===== config.mk =====
export PLATFORM = sky130hd
export DESIGN_NAME = olt_group
export DESIGN_NICKNAME = d
export VERILOG_FILES = /design/src/sv/olt_pkg.sv /design/src/sv/olt_group.sv
export SDC_FILE = /design/constraint.sdc
export NUM_CORES = 1
export LEC_CHECK = 0
export BUFFER_PORTS_ARGS = -buffer_cell sky130_fd_sc_hd__buf_2
export CAP_MARGIN = 20
export CORE_AREA = 5 5 219 221
export CTS_CLUSTER_SIZE = 30
export DETAILED_ROUTE_END_ITERATION = 7
export DIE_AREA = 0 0 224 226
export MAX_ROUTING_LAYER = met4
export SKIP_CTS_REPAIR_TIMING = 1
export SLEW_MARGIN = 20
export SYNTH_ARGS = -nofsm -noshare
export SYNTH_HDL_FRONTEND = slang
export SYNTH_SLANG_ARGS = --single-unit

===== constraint.sdc =====
create_clock -name clk -period 0.8 [get_ports clk]
set_clock_uncertainty 0.05 [all_clocks]
set_input_delay 0.16 -clock clk [delete_from_list [all_inputs] [get_ports clk]]
set_output_delay 0.16 -clock clk [all_outputs]
set_load 0.01 [all_outputs]

===== src/sv/olt_pkg.sv =====
package olt_pkg;

    // list geometry
    localparam int DEPTH = 128;
    localparam int KEY_W = 32;
    localparam int PAY_W = 32;

    // fixed field widths of the request and result
    localparam int OP_W      = 3;
    localparam int POS_W     = 8;
    localparam int STAT_W    = 2;
    localparam int CNT_OUT_W = 8;
    localparam int FIDX_W    = 7;

    localparam int IDX_W = $clog2(DEPTH);
    localparam int CNT_W = $clog2(DEPTH + 1);
    localparam int CMP_W = (CNT_W > POS_W) ? CNT_W : POS_W;

    // find runs through a registered two-level priority tree
    localparam int GRP_SIZE  = (DEPTH < 16) ? DEPTH : 16;
    localparam int NGRP      = (DEPTH + GRP_SIZE - 1) / GRP_SIZE;
    localparam int LIDX_W    = $clog2(GRP_SIZE);
    localparam int PAD_DEPTH = NGRP * GRP_SIZE;

    localparam logic [OP_W-1:0] OP_APPEND = OP_W'(0);
    localparam logic [OP_W-1:0] OP_FRONT  = OP_W'(1);
    localparam logic [OP_W-1:0] OP_INSERT = OP_W'(2);
    localparam logic [OP_W-1:0] OP_REMOVE = OP_W'(3);
    localparam logic [OP_W-1:0] OP_FIND   = OP_W'(4);
    localparam logic [OP_W-1:0] OP_CLEAR  = OP_W'(5);

    localparam logic [STAT_W-1:0] STAT_OK     = STAT_W'(0);
    localparam logic [STAT_W-1:0] STAT_FULL   = STAT_W'(1);
    localparam logic [STAT_W-1:0] STAT_BADPOS = STAT_W'(2);
    localparam logic [STAT_W-1:0] STAT_NOKEY  = STAT_W'(3);

    typedef enum logic [2:0] {
        S_IDLE,
        S_EXEC,
        S_SEARCH,
        S_PICK,
        S_HOLD
    } fsm_t;

    // broadcast to every cell of the chain
    typedef struct packed {
        logic              ins;
        logic              rem;
        logic              cmp;
        logic [IDX_W-1:0]  at;
        logic [KEY_W-1:0]  key;
        logic [PAY_W-1:0]  pay;
        logic [CNT_W-1:0]  count;
    } cell_cmd_t;

    typedef struct packed {
        logic              hit;
        logic [LIDX_W-1:0] lidx;
        logic [PAY_W-1:0]  pay;
    } grp_res_t;

endpackage


===== src/sv/olt_group.sv =====
module olt_group (
    input  logic                                             clk,
    input  logic                                             rst_n,
    input  logic [olt_pkg::GRP_SIZE-1:0]                     match,
    input  logic [olt_pkg::GRP_SIZE-1:0][olt_pkg::PAY_W-1:0] pays,
    output olt_pkg::grp_res_t                                res
);
    import olt_pkg::*;

    grp_res_t res_reg, res_next;

    // lowest matching cell of the group wins
    always_comb
    begin
        res_next = '0;
        for (int j = GRP_SIZE - 1; j >= 0; j--)
        begin
            if (match[j])
            begin
                res_next.hit  = 1'b1;
                res_next.lidx = LIDX_W'(j);
                res_next.pay  = pays[j];
            end
        end
    end

    always_ff @(posedge clk or negedge rst_n)
    begin
        if (!rst_n)
        begin
            res_reg <= '0;
        end
        else
        begin
            res_reg <= res_next;
        end
    end

    assign res = res_reg;

endmodule


==> results.sh <==
export IMPL_core_sq_um=46000
export IMPL_viasPerCell=4.62
export IMPL_slew_viol_final=0
export IMPL_ys_warn_count=0
export IMPL_portBuffers=566
export IMPL_synth_seq_cells=37
export IMPL_rsz0062_at_grt="true"
export IMPL_cts_tree="built"
export IMPL_post_route_period_util=2.13
export IMPL_grt_pass1_wl_um=64100
export IMPL_fin_area_sq_um=12300
export IMPL_p_sw_w=0.00413
export IMPL_grt_max_degree=41
export IMPL_mostFrequentLayoutCells="531 x buf_2, 154 x buf_4, 61 x buf_6, 59 x o22ai_1, 45 x o21ai_0"
export IMPL_drtIter0Drc=513
export IMPL_max_freq_mhz=587
export IMPL_seqPwrFrac=0.195
export IMPL_cp_end_kind="register"
export IMPL_crit_required_ns=0.93
export IMPL_setup_viol=74
export IMPL_cp_data_arrival_time_ns=1.83
export IMPL_worst_slack_ns=-0.904
export IMPL_final_util=0.267
export IMPL_async_flop_share=1.00
export IMPL_synth_cells=625
export IMPL_comb_power_share=0.583
export IMPL_vias=9085
export IMPL_dpl_worst_slack_ns=-1.51
export IMPL_holdCritPathClass="primary input to register"
export IMPL_crit_path_max_fanout=6
export IMPL_violations="negative setup slack"
export IMPL_drv_cap=0
export IMPL_path_class="primary input to register"
export IMPL_clk_pin_slew_worst_paths_ns=0.07
export IMPL_clockPowerShare=0.223
export IMPL_switching_share=0.378
export IMPL_synth_area_per_cell_sq_um=7.54
export IMPL_ys_seq_area_frac=0.196
export IMPL_cts_buffer_depth=2
export IMPL_cts_sinks=37
export IMPL_fp_dieW_um=224
export IMPL_grt_pass1_vias=9036
export IMPL_htreeDepth=2
export IMPL_status="finished, violations left"
export IMPL_syn_cell_area_sq_um=4710
export IMPL_ys_flop_type="dfrtp_1"
export IMPL_dieArea_sq_um=50600
export IMPL_layout_drive_gt1_share=0.737
export IMPL_synth_edf_count=0
export IMPL_wirelength_um=51100
export IMPL_area_growth_pct=160
export IMPL_firstDrtPassIters=5
export IMPL_gp_congestion=0.946
export IMPL_p_leak_nw=5.32
export IMPL_min_from="pays[178]"
export IMPL_power_w=0.0109
export IMPL_placed_area_sq_um=9840
export IMPL_min_to="res[18]$_DFF_PN0_"
export IMPL_nets=1884
export IMPL_finalSetupTns_ns=-31.61
export IMPL_antenna_found_initial=6
export IMPL_hold_viol_final=0
export IMPL_synthDistinctLibCells=40
export IMPL_grtUsageTotal=0.180
export IMPL_syn_nets=1155
export IMPL_initial_core_util=0.103
export IMPL_ir_drop_mv=0.832
export IMPL_mostFrequentLayoutCell="buf_2"
export IMPL_min_path_cells=3
export IMPL_ant_nets=0
export IMPL_internal_power_w=0.00680
export IMPL_die_h_um=226
export IMPL_min_period_ns=1.70
export IMPL_drc_errors=0
export IMPL_critPathLaunchType="primary input"
export IMPL_hpwl_um=42000
export IMPL_tightestPinTransition_ns=0.781
export IMPL_cts_buffers=5
export IMPL_row_count=79
export IMPL_power_density_nw_per_um2=890
export IMPL_slew_headroom=0.477
export IMPL_root_buffer="clkbuf_16"
export IMPL_grt_ovfl_total=0
export IMPL_wl_per_cell_um=26.0
export IMPL_largest_reg_flops=37
export IMPL_ios=567
## power groups by stage
| stage | Sequential [W] | Clock [W] | Combinational (W) |
|---|---|---|---|
| after floorplan | 0.00222 | 0 | 0.00162 |
| after detailed placement | 0.00213 | 0 | 0.00498 |
| after CTS | 0.00210 | 0.00253 | 0.00500 |
| final | 0.00212 | 0.00244 | 0.00636 |
| after global routing | 0.00214 | 0.00260 | 0.00677 |
| after global placement | 0.00214 | 0 | 0.00499 |
## cell type report
type	instances	area, sq um
clock buffers	7	143
fillers	5024	33700
repair buffers	802	5610
clock inverters	1	30.0
diodes	3	7.51
inverters	8	36.3
multi-input cells	500	4760
well taps	607	759
flip-flops and latches	37	926
## cells in the mapped netlist, types with 3 or more instances
| cell | count | area, sq um |
|---|---|---|
| buf_6 | 6 | 67.6 |
| o21ai_1 | 4 | 20.0 |
| o22ai_1 | 61 | 382 |
| o21ai_0 | 63 | 315 |
| buf_4 | 10 | 75.1 |
| nand2_1 | 33 | 124 |
| a22oi_1 | 34 | 255 |
| a221oi_1 | 77 | 674 |
| or2_1 | 3 | 18.8 |
| a21oi_1 | 55 | 275 |
| dfrtp_1 | 37 | 926 |
| o221ai_1 | 45 | 394 |
| clkbuf_1 | 29 | 109 |
| o2111ai_1 | 15 | 131 |
| o211ai_1 | 19 | 143 |
| a31oi_1 | 4 | 25.0 |
| nand2b_1 | 7 | 43.8 |
| nor2b_1 | 8 | 50.1 |
| a41oi_1 | 14 | 123 |
| a211oi_1 | 12 | 90.1 |
| inv_1 | 7 | 26.3 |
| nor2_1 | 20 | 75.1 |
| buf_2 | 33 | 165 |
| o21a_1 | 4 | 30.0 |
## how the worst max path moves through the flow
stage	from	to	slack (ns)	cells past startpoint
finish	match[4]	res[19]$_DFF_PN0_	-0.90	7
global route	match[4]	res[19]$_DFF_PN0_	-0.91	7
CTS	match[4]	res[19]$_DFF_PN0_	-1.20	8
detailed placement	match[4]	res[19]$_DFF_PN0_	-1.51	8
global placement	match[4]	res[19]$_DFF_PN0_	-1.53	8
floorplan	match[0]	res[15]$_DFF_PN0_	-0.53	8
## metrics by stage
stage               hold slack (ns)  instances
global placement             0.0990       1896
global route                  0.103       1965
detailed placement            0.101       1896
finish                        0.114       1965
floorplan                    -0.186        625
CTS                          -0.222       1904
## critical path: stages
cell,delay [ns]
buf_12,0.10
or2_4,0.32
buf_12,0.15
a221oi_4,0.27
o211ai_1,0.40
a31oi_1,0.29
o21ai_1,0.10
## cell families (layout without fill, tap and decap cells)
group | Yosys count | after routing | share of synthesized area
AOI/OAI and AO/OA | 415 | 415 | 0.621
buffers and inverters | 89 | 818 | 0.0974
DFF | 37 | 37 | 0.196
other | 0 | 3 | 0
and+or+nand+nor | 84 | 85 | 0.0852
## per-layer routing
metal,vias up,global-route usage,wire (um)
li1,4140,-,-
met1,4485,0.246,22700
met2,418,0.282,24900
met3,42,0.0243,2700
met4,0,0.0427,873
met5,-,-,0
No activity file was read; power rests on OpenSTA's default activity.
