File: src/sv/olt_pkg.sv
package olt_pkg;

    // list geometry
    localparam int DEPTH = 128;
    localparam int KEY_W = 32;
    localparam int PAY_W = 32;

    // fixed field widths of the request and result
    localparam int OP_W      = 3;
    localparam int POS_W     = 8;
    localparam int STAT_W    = 2;
    localparam int CNT_OUT_W = 8;
    localparam int FIDX_W    = 7;

    localparam int IDX_W = $clog2(DEPTH);
    localparam int CNT_W = $clog2(DEPTH + 1);
    localparam int CMP_W = (CNT_W > POS_W) ? CNT_W : POS_W;

    // find runs through a registered two-level priority tree
    localparam int GRP_SIZE  = (DEPTH < 16) ? DEPTH : 16;
    localparam int NGRP      = (DEPTH + GRP_SIZE - 1) / GRP_SIZE;
    localparam int LIDX_W    = $clog2(GRP_SIZE);
    localparam int PAD_DEPTH = NGRP * GRP_SIZE;

    localparam logic [OP_W-1:0] OP_APPEND = OP_W'(0);
    localparam logic [OP_W-1:0] OP_FRONT  = OP_W'(1);
    localparam logic [OP_W-1:0] OP_INSERT = OP_W'(2);
    localparam logic [OP_W-1:0] OP_REMOVE = OP_W'(3);
    localparam logic [OP_W-1:0] OP_FIND   = OP_W'(4);
    localparam logic [OP_W-1:0] OP_CLEAR  = OP_W'(5);

    localparam logic [STAT_W-1:0] STAT_OK     = STAT_W'(0);
    localparam logic [STAT_W-1:0] STAT_FULL   = STAT_W'(1);
    localparam logic [STAT_W-1:0] STAT_BADPOS = STAT_W'(2);
    localparam logic [STAT_W-1:0] STAT_NOKEY  = STAT_W'(3);

    typedef enum logic [2:0] {
        S_IDLE,
        S_EXEC,
        S_SEARCH,
        S_PICK,
        S_HOLD
    } fsm_t;

    // broadcast to every cell of the chain
    typedef struct packed {
        logic              ins;
        logic              rem;
        logic              cmp;
        logic [IDX_W-1:0]  at;
        logic [KEY_W-1:0]  key;
        logic [PAY_W-1:0]  pay;
        logic [CNT_W-1:0]  count;
    } cell_cmd_t;

    typedef struct packed {
        logic              hit;
        logic [LIDX_W-1:0] lidx;
        logic [PAY_W-1:0]  pay;
    } grp_res_t;

endpackage

File: src/sv/olt_cell.sv
module olt_cell (
    input  logic                     clk,
    input  logic                     rst_n,
    input  logic [olt_pkg::IDX_W-1:0] idx,
    input  olt_pkg::cell_cmd_t       cmd,
    input  logic [olt_pkg::KEY_W-1:0] left_key,
    input  logic [olt_pkg::PAY_W-1:0] left_pay,
    input  logic [olt_pkg::KEY_W-1:0] right_key,
    input  logic [olt_pkg::PAY_W-1:0] right_pay,
    output logic [olt_pkg::KEY_W-1:0] key_q,
    output logic [olt_pkg::PAY_W-1:0] pay_q,
    output logic                     match
);
    import olt_pkg::*;

    logic [KEY_W-1:0] key_reg, key_next;
    logic [PAY_W-1:0] pay_reg, pay_next;
    logic             match_reg, match_next;
    logic             occupied;

    assign occupied = (IDX_W + 1)'(idx) < (IDX_W + 1)'(cmd.count);

    always_comb
    begin
        key_next   = key_reg;
        pay_next   = pay_reg;
        match_next = match_reg;
        if (cmd.ins)
        begin
            if (idx == cmd.at)
            begin
                key_next = cmd.key;
                pay_next = cmd.pay;
            end
            else if (idx > cmd.at)
            begin
                key_next = left_key;
                pay_next = left_pay;
            end
        end
        else if (cmd.rem && (idx >= cmd.at))
        begin
            key_next = right_key;
            pay_next = right_pay;
        end
        if (cmd.cmp)
        begin
            match_next = occupied && (key_reg == cmd.key);
        end
    end

    always_ff @(posedge clk)
    begin
        key_reg <= key_next;
        pay_reg <= pay_next;
    end

    always_ff @(posedge clk or negedge rst_n)
    begin
        if (!rst_n)
        begin
            match_reg <= 1'b0;
        end
        else
        begin
            match_reg <= match_next;
        end
    end

    assign key_q = key_reg;
    assign pay_q = pay_reg;
    assign match = match_reg;

endmodule

File: config.mk
export PLATFORM = sky130hd
export DESIGN_NAME = olt_cell
export DESIGN_NICKNAME = d
export VERILOG_FILES = /design/src/sv/olt_pkg.sv /design/src/sv/olt_cell.sv
export SDC_FILE = /design/constraint.sdc
export NUM_CORES = 1
export LEC_CHECK = 0
export BUFFER_PORTS_ARGS = -buffer_cell sky130_fd_sc_hd__buf_2
export CORE_MARGIN = 2
export CORE_UTILIZATION = 30
export CTS_CLUSTER_DIAMETER = 40
export DETAILED_ROUTE_END_ITERATION = 10
export SYNTH_ARGS = -nofsm -noshare
export SYNTH_HDL_FRONTEND = slang
export SYNTH_SLANG_ARGS = --single-unit
File: constraint.sdc
create_clock -name clk -period 3.7 [get_ports clk]
set_input_delay 0.37 -clock clk [delete_from_list [all_inputs] [get_ports clk]]
set_output_delay 0.37 -clock clk [all_outputs]
set_load 0.02 [all_outputs]
==> reports/metrics.yaml <==
yosys:
  synth_top_area_share: 0.483
  yosys-top-cells-area: "edfxtp_1 48%, mux2i_1 16%, a21oi_1 8.6%, nor2_1 6.0%, xor2_1 5.3%"
  synth_fp_nets: 599
  netlist_area_um2: 3980
  syn_avg_cell_area_um2: 10.8
  yosysWarnings: 0
  synth_cell_types: 29
  synthCells: 367
  ys_ff_latch: 65
  yosys.area.top_type: "edfxtp_1"
  yosysSeqAreaShare: 0.489
pwr:
  leakage_nw: 2.58
  p_clk_frac: 0.339
  p_per_area_nw_per_um2: 411
  power.internal_mw: 1.69
  switching_share: 0.295
  seqPwrFrac: 0.410
  vdd_ir_drop_max_v: 0.000193
  power_switching_uw: 709
  pwr-share-comb: 0.251
clock_tree:
  numCtsBuffers: 9
  clk_pin_slew_ns: 0.05
  cts.sinks: 65
  cts.repair.resized: 0
  h-tree-depth: 3
  clockRootBuffer: "clkbuf_16"
  cts_tree: "yes"
  post_cts_buffers: 0
  clk_path_buf_depth: 2
  clk_latency_ns: 0.33
  postCtsHoldBufs: 1
flow_run:
  max-cap-violations: 0
floorplan:
  die-area_um2: 14200
  floorplan.rows: 42
  die_y_um: 119
  fp.dieW_um: 119
  ios: 284
  core_um2: 13100
  initial_utilization: 0.304
setup_path:
  cp-end-kind: "flop"
  cp_slowest_cell: "o21a_4"
  worstPathMaxFanout: 64
  cp_cell_sequence: "buf_2 > inv_2 > ha_1 > nand2b_1 > a21o_1 > a21oi_1 > o21ai_1 > o21a_4"
  crit_end: "key_q[24]$_DFFE_PP_"
  r2r-end: "match$_DFFE_PN0P_"
  critPathArrivalTime_ns: 2.03
  path_class: "primary input to flop"
  crit_path_start: "idx[0]"
  r2r_cells: 5
  start_kind: "primary input"
  r2r-start: "key_q[16]$_DFFE_PP_"
  r2r_slack_ns: 1.96
  required_ns: 3.65
  max_stage_delay_ns: 0.74
timing:
  fin_crit_sh: 0.562
  tightestPinTransition_ns: 0.930
  finClkSkew_ns: 0.00328
  report.final.setup_viol: 0
  setup_tns_ns: 0
  hold_viol: 0
  finalCriticalPeriod_ns: 2.08
  rsz0062_at_grt: "no"
  fmax_mhz: 481
  slew_headroom: 0.380
  drv_slew: 0
drt:
  drt-initial-drc-count: 131
  drt_wl_total_um: 12300
  drc: 0
  vias: 3774
  ant_nets: 0
  dr.pass1.iters: 4
  wire_per_inst_um: 14.9
  avgViaCountPerCell: 4.57
place:
  dp_hpwl_um: 9710
  placed_cells: 809
  portBuffers: 283
  gp_congestion: 0.844
grt:
  grt_overflow: 0
  grt_max_degree: 77
  antenna_found_initial: 0
  first_global_vias: 3676
  grt_pass1_wl_um: 18500
  grt_usage: 0.170
layout:
  n_antenna_cell: 0
  area_delta_synth_final_pct: 46.8
  instances_no_fill: 826
  drive_gt1_frac: 0.468
  nNetsFinal: 877
hold_path:
  hold_class: "primary input to flop"
status:
  status: "completed"
[power groups by stage]
stage / Clock, mW / Combinational, mW / Sequential, mW
floorplan: 0 / 0.191 / 1.13
global placement: 0 / 0.603 / 0.996
detailed placement: 0 / 0.611 / 1.00
CTS: 0.834 / 0.614 / 0.987
global route: 0.868 / 0.658 / 0.998
finish: 0.814 / 0.604 / 0.985
[cells in the mapped netlist, drive strengths merged]
library cell and count:
inv 14, xor2 24, o2111ai 1, mux2i 64, nor4 6, nand4 3, o211ai 1, or3 1
a21oi 68, clkbuf 14, nand2b 3, a21o 3, nand3 2, o32ai 1, ha 13, o21a 1
o21ai 1, nand2 1, xnor2 8, buf 6, a2111oi 1, edfxtp 64, o311ai 1, nor2 65
dfrtp 1
[layout make-up]
type	count	area, um^2
Inverter	14	52.6
Sequential cell	65	1950
Tap cell	176	220
Clock inverter	5	46.3
Timing Repair Buffer	287	1450
Fill cell	1313	7250
Clock buffer	11	233
Multi-Input combinational cell	268	1890
[metal layers]
metal,vias to the layer above,share of wire,track usage
met4,0,0.018,0.0618
met3,12,0.10,0.0565
met1,1691,0.39,0.197
met2,174,0.49,0.292
li1,1897,-,-
met5,-,0,0
[layout by cell type, fill, tap and decap left out, types with 2 or more instances in the layout]
cell type and instances:
clkinv_1 3, nand3_1 2, nor4_1 3, mux2i_1 64
nand2b_1 3, nor2_1 64, buf_4 4, nand4_1 2
edfxtp_1 64, nor4_2 3, xnor2_1 8, inv_1 13
a21o_1 3, buf_2 282, ha_1 13, clkbuf_1 2
xor2_1 24, a21oi_1 68, clkbuf_16 9
[stage by stage]
step | setup WS [ns] | instance area (um^2) | util | hold slack [ns] | power (mW)
floorplan | 0.762 | 3980 | - | 0.0744 | 1.32
global placement | 1.35 | 5550 | 0.424 | 0.148 | 1.60
detailed placement | 1.30 | 5550 | 0.424 | 0.147 | 1.61
CTS | 1.63 | 5840 | 0.446 | 0.265 | 2.43
global route | 1.51 | 5840 | 0.446 | 0.270 | 2.52
finish | 1.62 | 5840 | 0.446 | 0.268 | 2.40
[critical path, delay by kind of cell]
kind	cells	cell delay, ns
AO/OA/AOI/OAI	4	1.07
adder cells (fa/ha/maj)	1	0.29
buffers and inverters	2	0.12
AND/OR/NAND/NOR	1	0.10
[how the worst min path moves through the flow]
stage,from,to,slack (ns),depth (start not counted)
2_1_floorplan,rst_n,match$_DFFE_PN0P_,0.07,0
3_3_place_gp,rst_n,match$_DFFE_PN0P_,0.15,1
3_5_place_dp,rst_n,match$_DFFE_PN0P_,0.15,1
4_1_cts,cmd[79],match$_DFFE_PN0P_,0.27,2
5_1_grt,cmd[79],match$_DFFE_PN0P_,0.27,2
6_report,cmd[79],match$_DFFE_PN0P_,0.27,2
[logic make-up after synthesis]
logic type / count (synthesis) / synth area share
multiplexers: 64 / 0.161
AND/OR/NAND/NOR: 81 / 0.0956
XOR/XNOR: 32 / 0.0704
buffers and inverters: 34 / 0.0377
adder cells (fa/ha/maj): 13 / 0.0409
AO/OA/AOI/OAI: 78 / 0.105
flip-flops: 65 / 0.489
No activity file was read; power rests on OpenSTA's default activity.
